### config.mk
export PLATFORM = sky130hd
export DESIGN_NAME = bev_queue
export DESIGN_NICKNAME = d
export VERILOG_FILES = /design/src/rtl/bev_pkg.sv /design/src/rtl/bev_queue.sv
export SDC_FILE = /design/constraint.sdc
export NUM_CORES = 1
export LEC_CHECK = 0
export BUFFER_PORTS_ARGS = -buffer_cell sky130_fd_sc_hd__buf_2
export CAP_MARGIN = 0
export CORE_MARGIN = 2
export CORE_UTILIZATION = 47
export DETAILED_ROUTE_END_ITERATION = 10
export PLACE_DENSITY_LB_ADDON = 0.15
export SLEW_MARGIN = 10
export SYNTH_ARGS = -nofsm -noshare
export SYNTH_HDL_FRONTEND = slang
export SYNTH_SLANG_ARGS = --single-unit
### constraint.sdc
create_clock -name clk_i -period 4.45 [get_ports clk_i]
set_clock_uncertainty 0.15 [all_clocks]
set_input_delay 0.6675 -clock clk_i [delete_from_list [all_inputs] [get_ports clk_i]]
set_output_delay 0.6675 -clock clk_i [all_outputs]
set_load 0.005 [all_outputs]
### src/rtl/bev_pkg.sv
// Shared types, constants and operation codes of the occupancy grid core.
package bev_pkg;

  localparam int unsigned MaxPoints = 4096;
  localparam int unsigned GridCols  = 1024;
  localparam int unsigned GridRows  = 1024;

  typedef enum logic [1:0] {
    OP_ADD   = 2'd0,
    OP_BUILD = 2'd1,
    OP_READ  = 2'd2,
    OP_FRAME = 2'd3
  } op_e;

  typedef enum logic [1:0] {
    REG_SCALE  = 2'd0,
    REG_HLIMIT = 2'd1,
    REG_VOXEL  = 2'd2
  } reg_e;

  typedef struct packed {
    logic [1:0]         op;
    logic signed [31:0] coord_x;
    logic signed [31:0] coord_y;
    logic signed [31:0] coord_z;
    logic [9:0]         read_row;
    logic [3:0]         read_word;
  } cmd_t;

  typedef struct packed {
    logic [63:0]        cell_bits;
    logic [10:0]        grid_width;
    logic [10:0]        grid_height;
    logic signed [31:0] origin_x;
    logic signed [31:0] origin_y;
    logic [12:0]        kept_count;
    logic               points_dropped;
    logic               map_clipped;
  } rsp_t;

  // Scaled point handed from the front part to the back part.
  typedef struct packed {
    logic [1:0]         op;
    logic               keep;
    logic signed [31:0] x;
    logic signed [31:0] y;
    logic [9:0]         read_row;
    logic [3:0]         read_word;
  } job_t;

  typedef enum logic [2:0] {
    ST_IDLE,
    ST_CLEAR,
    ST_DIMS,
    ST_WALK,
    ST_MARK,
    ST_READ,
    ST_DONE
  } back_e;

  typedef enum logic [1:0] {
    DV_IDLE,
    DV_RUN
  } div_e;

endpackage

### src/rtl/bev_queue.sv
// Two-entry job queue between the front and back parts.
module bev_queue import bev_pkg::*; (
  input  logic clk_i,
  input  logic rst_ni,
  input  logic push_i,
  input  job_t push_data_i,
  output logic ready_o,
  output logic valid_o,
  output job_t pop_data_o,
  input  logic pop_i
);

  job_t       mem_q [2];
  logic       wp_q, rp_q;
  logic [1:0] cnt_q;

  assign ready_o    = cnt_q != 2'd2;
  assign valid_o    = cnt_q != 2'd0;
  assign pop_data_o = mem_q[rp_q];

  always_ff @(posedge clk_i or negedge rst_ni) begin
    if (!rst_ni) begin
      wp_q  <= 1'b0;
      rp_q  <= 1'b0;
      cnt_q <= 2'd0;
    end else begin
      if (push_i) wp_q <= ~wp_q;
      if (pop_i) rp_q <= ~rp_q;
      cnt_q <= cnt_q + {1'b0, push_i} - {1'b0, pop_i};
    end
  end

  always_ff @(posedge clk_i) begin
    if (push_i) mem_q[wp_q] <= push_data_i;
  end

endmodule

==> summary.md, run 1 <==
| Metric | Value |
|---|---|
| Status | complete, no violations |
| Slew headroom | a little under a quarter |
| Peak VDD IR | between 300 and 400 uV |
| Max FO, Critical Path | 49 |
| Port bufs | approximately 170 |
| Worst Path Buf+Inv | 2 |
| Worst path top cell family by delay | flip-flops |
| Critical path endpoint category | primary output |
| Drt total wl | 10700 um |
| Fillers | 1000 |
| Post-route DRC | 0 |
| Gr usage total | 15.2% |
| Count of final setup violators | 0 |
| DIE AREA | ~15000 um2 |
| Fmax | 327 MHz |
| Clock Power Share | ~28% |
| Post-layout util | 59.9% |
| Max Root-Sink Buffers | 2 |
| Die height | around 120 um |
| MaxCap Viol Count | 0 |
| FP Rows | 42 |
| Internal power | around 3.7 mW |
| Comb power frac | between 20% and 30% |
| Largest cells by area after synthesis | edfxtp_1, mux2_4, buf_12, dfrtp_1, ha_1 |
| Critical path cell sequence | buf_12 -> mux2_2 -> buf_2 |
| Antenna Violating Nets Remaining | 0 |
| Seq cells post-synth | 166 |
| RSZ-0062 raised after global routing | no |
| Area grow syn2layout | 23.5% |
| Pre-CTS setup slack | about 1800 ps |
| P_leak | approximately 3.2 nW |
| Core Footprint | between 10000 and 15000 um2 |
| Finished Layout Cells | 637 |
| Area leader, netlist | edfxtp_1 |
| Vias in the first global route | 3156 |
| Remaining global-route overflow | 0 |
| Most frequent cells in the layout | buf_2, edfxtp_1, mux2_4 |
| Largest net degree at the start of global routing | 82 |
| PD cells | 628 nW/um2 |
| TritonCTS Buffers | 17 |
| Ports | ~170 |
| Setup TNS | 0 ps |
| Fin nets | between 500 and 600 |
| Switching Share | 25.7% |
| First-pass GRT wire length | approximately 16000 um |
| Average wire per standard cell | between 15 and 20 um |
| 1st-iter DRT viols | approximately 220 |
| Hold slack | 290 ps |
| TritonCTS clock tree | yes |
| Worst-margin pin slew | between 1000 and 1500 ps |
| Yosys top cell area share | 75.5% |
| Post-synthesis sequential area ratio | approximately 77% |
| Later-pin clock latency in the skew report | slightly above 400 ps |
| Critical Path RT | approximately 3600 ps |
| Critical path type | flip-flop to primary output |
| Clock root buffer | clkbuf_16 |
| Die X | 121 um |
| Slowest cell on the critical path | dfrtp_4 |
| Syn avg cell area | between 20 and 25 um2 |
| Final Hold Fails | 0 |
| Placed insts | between 600 and 700 |
| Commonest non-fill, non-tap cell in the layout | buf_2 |
| Post-CTS sizing | 0 |
| Max-slew violations | 0 |
| Htree depth | 4 |
| Vias per inst | between 4 and 5 |
| GP Congestion | ~0.72 |
| Slowest Stage Delay on Critical Path | 860 ps |
| Share of cells above drive strength 1 | 61.3% |
| Post-route clock period utilization | between 60% and 70% |
| Mapped Area | between 6000 and 7000 um2 |
| Distinct cells, synth | 14 |
| Clock sink count | between 150 and 200 |
| Mapped Nets | 354 |
| Net switching power | 1.28 mW |
| Sequential power share | 44.9% |
| Final worst-path setup slack | ~1400 ps |
| HPWL after detailed placement | between 6000 and 7000 um |
| Router iterations before antenna repair | 4 |
| Hold Path Class | primary input to flip-flop |
| WP data arrival | about 2200 ps |
| Ys Warns | 0 |
| Initial antenna violation count | 1 |
| Starting Density | ~48% |
| Total number of vias | around 3000 |
| Startpoint Class | flip-flop |
| Mapped Cells | ~270 |
| Worst-path clk slew | roughly 60 ps |
| Setup bufs post-CTS | 0 |
| Fin crit period | between 3000 and 4000 ps |
-- kinds of logic (layout without fill, tap and decap cells) --
kind of cell	Yosys count	count (layout)	share of synthesized area (%)
and+or+nand+nor	4	4	0.389
DFF	166	166	77.0
other	0	1	0
buffers and inverters	11	204	2.78
xor gates and xnor gates	3	3	0.641
muxes	81	81	18.8
adders and majority gates	2	2	0.388
-- registers in the layout, summed over array words and instances, names as in the netlist --
register,flops
rp_q,1
mem_q,162
wp_q,1
cnt_q,2
-- per-stage QoR --
step	instance area [um2]	power, mW
floorplan	6450	3.30
global placement	7380	3.67
detailed placement	7380	3.69
CTS	7960	5.07
global route	7960	5.25
finish	7960	5.00
-- metal layers --
| metal | track usage [%] | part of all wire [%] |
|---|---|---|
| met1 | 17.8 | 40 |
| met2 | 24.6 | 51 |
| met3 | 5.69 | 7.5 |
| met4 | 7.49 | 1.8 |
| met5 | 0 | 0 |
-- layout make-up --
cell class	count	area (um2)	area share [%]
diodes	1	2.50	0.0314
clock buffers	19	433	5.44
clock inverters	13	133	1.67
inverters	2	7.51	0.0943
multi-input cells	90	1310	16.5
flip-flops and latches	166	4970	62.4
well taps	176	220	2.77
repair buffers	170	886	11.1
-- synth_stat cells (all sizes together) --
library cell,number
edfxtp,162
xor3,1
mux2,81
dfrtp,4
inv,2
xor2,2
ha,2
or2,1
and2,1
nand2b,1
nor2b,1
buf,9
-- power by group through the flow --
stage               registers [mW]  clock network, mW  logic (mW)
floorplan                     2.18                  0        1.12
global placement              2.26                  0        1.41
detailed placement            2.28                  0        1.40
CTS                           2.25               1.41        1.41
global route                  2.28               1.48        1.49
finish                        2.24               1.38        1.38
-- timing repair --
action                                  4_1_cts  5_1_grt
endpoints found under the hold margin         4        0
endpoints found under the setup margin        0        0
hold buffers                                  1        0
-- final timing paths --
path	to	cells after the start	slack (ps)	start
hold reg to reg	wp_q	1	390	wp_q
setup reg to reg	mem_q[0][11]	2	2490	wp_q
min in group asynchronous	cnt_q[0]	2	440	rst_ni
max in group asynchronous	rp_q	2	3560	rst_ni
setup / recovery	pop_data_o[80]	3	1390	rp_q
hold / removal	mem_q[0][65]	1	290	push_data_i[65]
No activity file was read; power rests on OpenSTA's default activity.
==> inputs of run 2 (changes only) <==
clock period = 2.8 ns   (was 4.45 ns; I/O delays follow)
==> summary.md, run 2 (same netlist as run 1, synthesis figures left out) <==
| Metric | Value |
|---|---|
| Fin nets | 538 (+0.75%) |
| Sequential power share | 42.8% (-2.1 points) |
| Count of final setup violators | 0 (unchanged) |
| Most frequent cells in the layout | buf_2, edfxtp_1, mux2_4 |
| Later-pin clock latency in the skew report | 410 ps (about the same) |
| Vias in the first global route | 3196 (+1.3%) |
| Hold slack | 42.1 ps (-248 ps) |
| Net switching power | 2.06 mW (+60%) |
| Initial antenna violation count | 0 (-1) |
| First-pass GRT wire length | 16400 um (+1.2%) |
| Area grow syn2layout | 25.1% |
| 1st-iter DRT viols | 215 (-1.4%) |
| Power Total | 8.18 mW (+64%) |
| Flip-flop count of the largest register after layout | 162 (unchanged) |
| Critical Path RT | 2230 ps (-1400 ps) |
| Comb power frac | 28.2% (+0.6 points) |
| Worst Path Buf+Inv | 2 (unchanged) |
| Slowest cell on the critical path | dfrtp_4 |
| Die X | 121 um (unchanged) |
| Internal power | 6.12 mW (+65%) |
| Setup bufs post-CTS | 0 (unchanged) |
| Gr usage total | 15.4% (+0.17 points) |
| Regs by FF count | mem_q x162, cnt_q x2 |
| HPWL after detailed placement | 7200 um (+6.0%) |
| TritonCTS clock tree | yes |
| WP data arrival | 1920 ps (-320 ps) |
| Max Root-Sink Buffers | 2 (unchanged) |
| Worst-margin pin slew | 424 ps (-718 ps) |
| Status | complete, no violations |
| Drt total wl | 10900 um (+2.1%) |
| Worst-path clk slew | 60 ps (about the same) |
| Antenna Cells | 0 (-1) |
| Final worst-path setup slack | 306 ps (-1090 ps) |
| Pre-CTS setup slack | 721 ps (-1090 ps) |
| PD cells | 1010 nW/um2 (+62%) |
| RSZ-0062 raised after global routing | no |
| MaxCap Viol Count | 0 (unchanged) |
| Slew headroom | 71.7% (+48 points) |
| Worst path top cell family by delay | flip-flops |
| Largest net degree at the start of global routing | 52 (-37%) |
| Port bufs | 167 (unchanged) |
| Fin crit period | between 2000 and 2500 ps |
| Worst R2R Path Depth | 2 (unchanged) |
| GP Congestion | 0.675 (-5.6%) |
| Router iterations before antenna repair | 4 (unchanged) |
| Final Hold Fails | 0 (unchanged) |
| Fmax | 401 MHz |
| Switching Share | 25.1% (-0.53 points) |
| Clock root buffer | clkbuf_16 |
| Critical path endpoint category | primary output |
| Hold Path Class | primary input to flip-flop |
| Ports | 168 (unchanged) |
| Biggest register | mem_q |
| Starting Density | 48.5% (unchanged) |
| Max FO, Critical Path | 36 (-27%) |
| Post-route DRC | 0 (unchanged) |
| Vias per inst | 4.80 (+1.8%) |
| Setup TNS | 0 ps (unchanged) |
| Htree depth | 4 (unchanged) |
| Remaining global-route overflow | 0 (unchanged) |
| Peak VDD IR | 522 uV (+52%) |
| Post-route clock period utilization | 89.1% |
| Critical path type | flip-flop to primary output |
| Antenna Violating Nets Remaining | 0 (unchanged) |
| Critical path cell sequence | buf_12 -> mux2_2 -> buf_2 |
| Max-slew violations | 0 (unchanged) |
| Core Footprint | 13300 um2 (unchanged) |
| Fillers | 998 (-0.20%) |
| Clock sink count | 166 (unchanged) |
| Commonest non-fill, non-tap cell in the layout | buf_2 |
| Clock Power Share | 29.0% (+1.5 points) |
| TritonCTS Buffers | 17 (unchanged) |
| P_leak | 3.29 nW (+1.5%) |
| Slowest Stage Delay on Critical Path | 670 ps (-190 ps) |
| FP Rows | 42 (unchanged) |
| WHS Path Cells | 1 (unchanged) |
| Average wire per standard cell | 17.0 um (+1.6%) |
| Share of cells above drive strength 1 | 61.6% (+0.33 points) |
| Total number of vias | 3072 (+2.2%) |
| Number of stages on the worst setup path | 3 (unchanged) |
| Die height | 121 um (unchanged) |
| Startpoint Class | flip-flop |
| DIE AREA | 14700 um2 (unchanged) |
-- run 2: routing by layer --
layer	share of wire [%]	vias to the layer above	GRT usage [%]
met4	1.3	0	7.19
met3	7.5	12	5.64
met1	38	1520	17.4
met2	53	109	25.8
li1	-	1431	-
met5	0	-	0
-- run 2: through the flow --
step           utilization [%]  cells  cell area, um2
3_3_place_gp              55.9    607            7440
2_1_floorplan                -    267            6450
5_1_grt                   60.6    640            8060
6_report                  60.6    640            8060
3_5_place_dp              55.9    607            7440
4_1_cts                   60.6    640            8060
-- run 2: final cells by class --
type | instances | area, um2 | area share [%]
sequential | 166 | 4970 | 61.7
clock inverter | 14 | 183 | 2.27
multi-input combinational | 90 | 1310 | 16.3
timing repair buffer | 174 | 941 | 11.7
inverter | 2 | 7.51 | 0.0932
tap | 176 | 220 | 2.73
clock buffer | 18 | 429 | 5.33
-- run 2: worst register-to-register path: stages (launching register included) --
cell	delay [ps]
dfrtp_1	420
and2_4	450
buf_12	310
-- run 2: what timing repair did --
action | 4_1_cts | 5_1_grt
hold endpoints to repair | 4 | 0
resized for setup | 0 | 0
hold buffers | 1 | 0
-- run 2: power groups by stage --
stage / Clock (mW) / Sequential [mW] / Combinational [mW]
3_5_place_dp: 0 / 3.56 / 2.36
5_1_grt: 2.52 / 3.55 / 2.50
3_3_place_gp: 0 / 3.53 / 2.34
6_report: 2.37 / 3.50 / 2.31
4_1_cts: 2.43 / 3.51 / 2.37
2_1_floorplan: 0 / 3.45 / 1.78
-- run 2: final timing paths --
path,startpoint,endpoint,slack (ps)
setup / recovery,rp_q,pop_data_o[80],310
hold / removal,push_data_i[72],mem_q[0][72],40
setup reg to reg,wp_q,mem_q[1][2],1150
hold reg to reg,wp_q,wp_q,390
max in group asynchronous,rst_ni,rp_q,2160
min in group asynchronous,rst_ni,rp_q,200
==> inputs of run 3 (changes only) <==
CORE_UTILIZATION = 59   (was 47)
CTS_BUF_LIST = sky130_fd_sc_hd__clkbuf_8   (was not set)
clock period = 3.04 ns   (was 2.8 ns; I/O delays follow)
==> summary.md, run 3 (same netlist as run 1, synthesis figures left out) <==
| Metric | Value |
|---|---|
| Htree depth | 4 (unchanged) |
| Clock sink count | 166 (unchanged) |
| Critical Path RT | 2430 ps (+200 ps) |
| RSZ-0062 raised after global routing | no |
| Starting Density | 60.0% (+12 points) |
| MaxCap Viol Count | 0 (unchanged) |
| Die height | 109 um (-10%) |
| Share of cells above drive strength 1 | 61.5% (-0.18 points) |
| Setup TNS | 0 ps (unchanged) |
| Slowest cell on the critical path | dfrtp_4 |
| Startpoint Class | flip-flop |
| Antenna Cells | 0 (unchanged) |
| WP data arrival | 2070 ps (+150 ps) |
| Gr usage total | 18.0% (+2.7 points) |
| Post-route DRC | 0 (unchanged) |
| Vias in the first global route | 3026 (-5.3%) |
| Critical path type | flip-flop to primary output |
| Peak VDD IR | 603 uV (+16%) |
| Antenna Violating Nets Remaining | 0 (unchanged) |
| Critical path cell sequence | buf_4 -> mux2_4 -> buf_2 |
| Fin crit period | about 2700 ps |
| Finished Layout Cells | 607 (-5.2%) |
| TritonCTS Buffers | 17 (unchanged) |
| Worst path top cell family by delay | flip-flops |
| FP Rows | 38 (-9.5%) |
| Slowest Stage Delay on Critical Path | 820 ps (+150 ps) |
| Largest net degree at the start of global routing | 44 (-15%) |
| Worst-path clk slew | 80 ps (+20 ps) |
| Fillers | 714 (-28%) |
| Max Root-Sink Buffers | 2 (unchanged) |
| Hold slack | 54.6 ps (+12.5 ps) |
| Initial antenna violation count | 0 (unchanged) |
| Post-route clock period utilization | about 88% |
| Max-slew violations | 0 (unchanged) |
| TritonCTS clock tree | yes |
| Post-CTS sizing | 0 (unchanged) |
| Router iterations before antenna repair | 4 (unchanged) |
| DIE AREA | 11800 um2 (-20%) |
| Drt total wl | 10500 um (-3.5%) |
| Worst Path Buf+Inv | 2 (unchanged) |
| Final Hold Fails | 0 (unchanged) |
| First-pass GRT wire length | 15100 um (-7.9%) |
| Area grow syn2layout | 20.6% |
| Flip-flop count of the largest register after layout | 162 (unchanged) |
| Remaining global-route overflow | 0 (unchanged) |
| Average wire per standard cell | 17.3 um (+1.7%) |
| Total number of vias | 3027 (-1.5%) |
| Later-pin clock latency in the skew report | 420 ps (about the same) |
| Slew headroom | 58.8% (-13 points) |
| Max FO, Critical Path | 32 (-11%) |
| Most frequent cells in the layout | buf_2, edfxtp_1, mux2_4 |
| Placed insts | 574 (-5.4%) |
| GP Congestion | 0.723 (+7.1%) |
| Count of final setup violators | 0 (unchanged) |
| Core Footprint | 10700 um2 (-19%) |
| Multi-input gate area | 1310 um2 (unchanged) |
| PD cells | 873 nW/um2 (-14%) |
| Fmax | 373 MHz |
| P_leak | 3.20 nW (-2.7%) |
| Fin nets | 541 (+0.56%) |
| Worst-margin pin slew | 618 ps (+194 ps) |
| 1st-iter DRT viols | 122 (-43%) |
| Post-layout util | 72.3% (+12 points) |
| Storage cell area | 4970 um2 (unchanged) |
| HPWL after detailed placement | 7200 um (about the same) |
| Ports | 168 (unchanged) |
| Vias per inst | 4.99 (+3.9%) |
| Commonest non-fill, non-tap cell in the layout | buf_2 |
| Die X | 109 um (-10%) |
| Status | complete, no violations |
| Regs by FF count | mem_q x162, cnt_q x2 |
| Hold Path Class | primary input to flip-flop |
| Biggest register | mem_q |
| Port bufs | 167 (unchanged) |
| Critical path endpoint category | primary output |
| Clock root buffer | clkbuf_8 |
[run 3: changes by cell type in the layout (fill, tap and decap cells not counted), moves of 2 or more]
cell / before / now
clkbuf_16: 17 / 0
inv_1: 2 / 8
buf_12: 4 / 2
buf_4: 2 / 7
clkinv_1: 3 / 0
clkinvlp_4: 2 / 4
bufinv_16: 4 / 2
clkbuf_8: 0 / 18
[run 3: metal layers]
metal  share of wire, %  track usage [%]
met2                 54             31.2
met1                 38             20.6
met5                  0                0
met3                7.0             6.51
met4                1.2             6.59
[run 3: cell type report]
cell class	count	share of cell area [%]
flip-flops and latches	166	63.9
multi-input cells	90	16.9
repair buffers	177	12.1
clock buffers	18	3.19
well taps	140	2.25
clock inverters	14	1.63
inverters	2	0.0966
[run 3: power breakdown]
part | leakage [nW] | switching (mW) | internal [mW]
sequential | 1.57 | 0.235 | 3.04
combinational | 1.44 | 0.834 | 1.22
clock | 0.198 | 0.726 | 0.732
[run 3: final timing paths]
check	from	endpoint	slack (ps)	cells after the start
min	push_data_i[49]	mem_q[1][49]	50	1
min reg2reg	wp_q	wp_q	390	1
max in group asynchronous	rst_ni	rp_q	2390	2
max reg2reg	wp_q	mem_q[1][37]	1260	2
max	rp_q	pop_data_o[42]	360	3
min in group asynchronous	rst_ni	cnt_q[1]	210	2
[run 3: timing repair]
item,CTS,global route
hold buffers,1,0
setup endpoints to repair,0,0
buffers inserted,0,0
hold endpoints to repair,4,0
[run 3: worst register-to-register path: cells and delay by family, from the launching register on]
| family | cells | cell delay [ps] |
|---|---|---|
| buffers and inverters | 1 | 340 |
| AND/OR/NAND/NOR | 1 | 580 |
| flip-flops | 1 | 420 |
[run 3: metrics by stage]
| step | instance area, um2 | power, mW | worst slack [ps] |
|---|---|---|---|
| after global placement | 7390 | 5.38 | 828 |
| final | 7770 | 6.79 | 360 |
| after floorplan | 6450 | 4.83 | 107 |
| after global routing | 7770 | 7.12 | 251 |
| after CTS | 7770 | 6.88 | 295 |
| after detailed placement | 7390 | 5.43 | 787 |
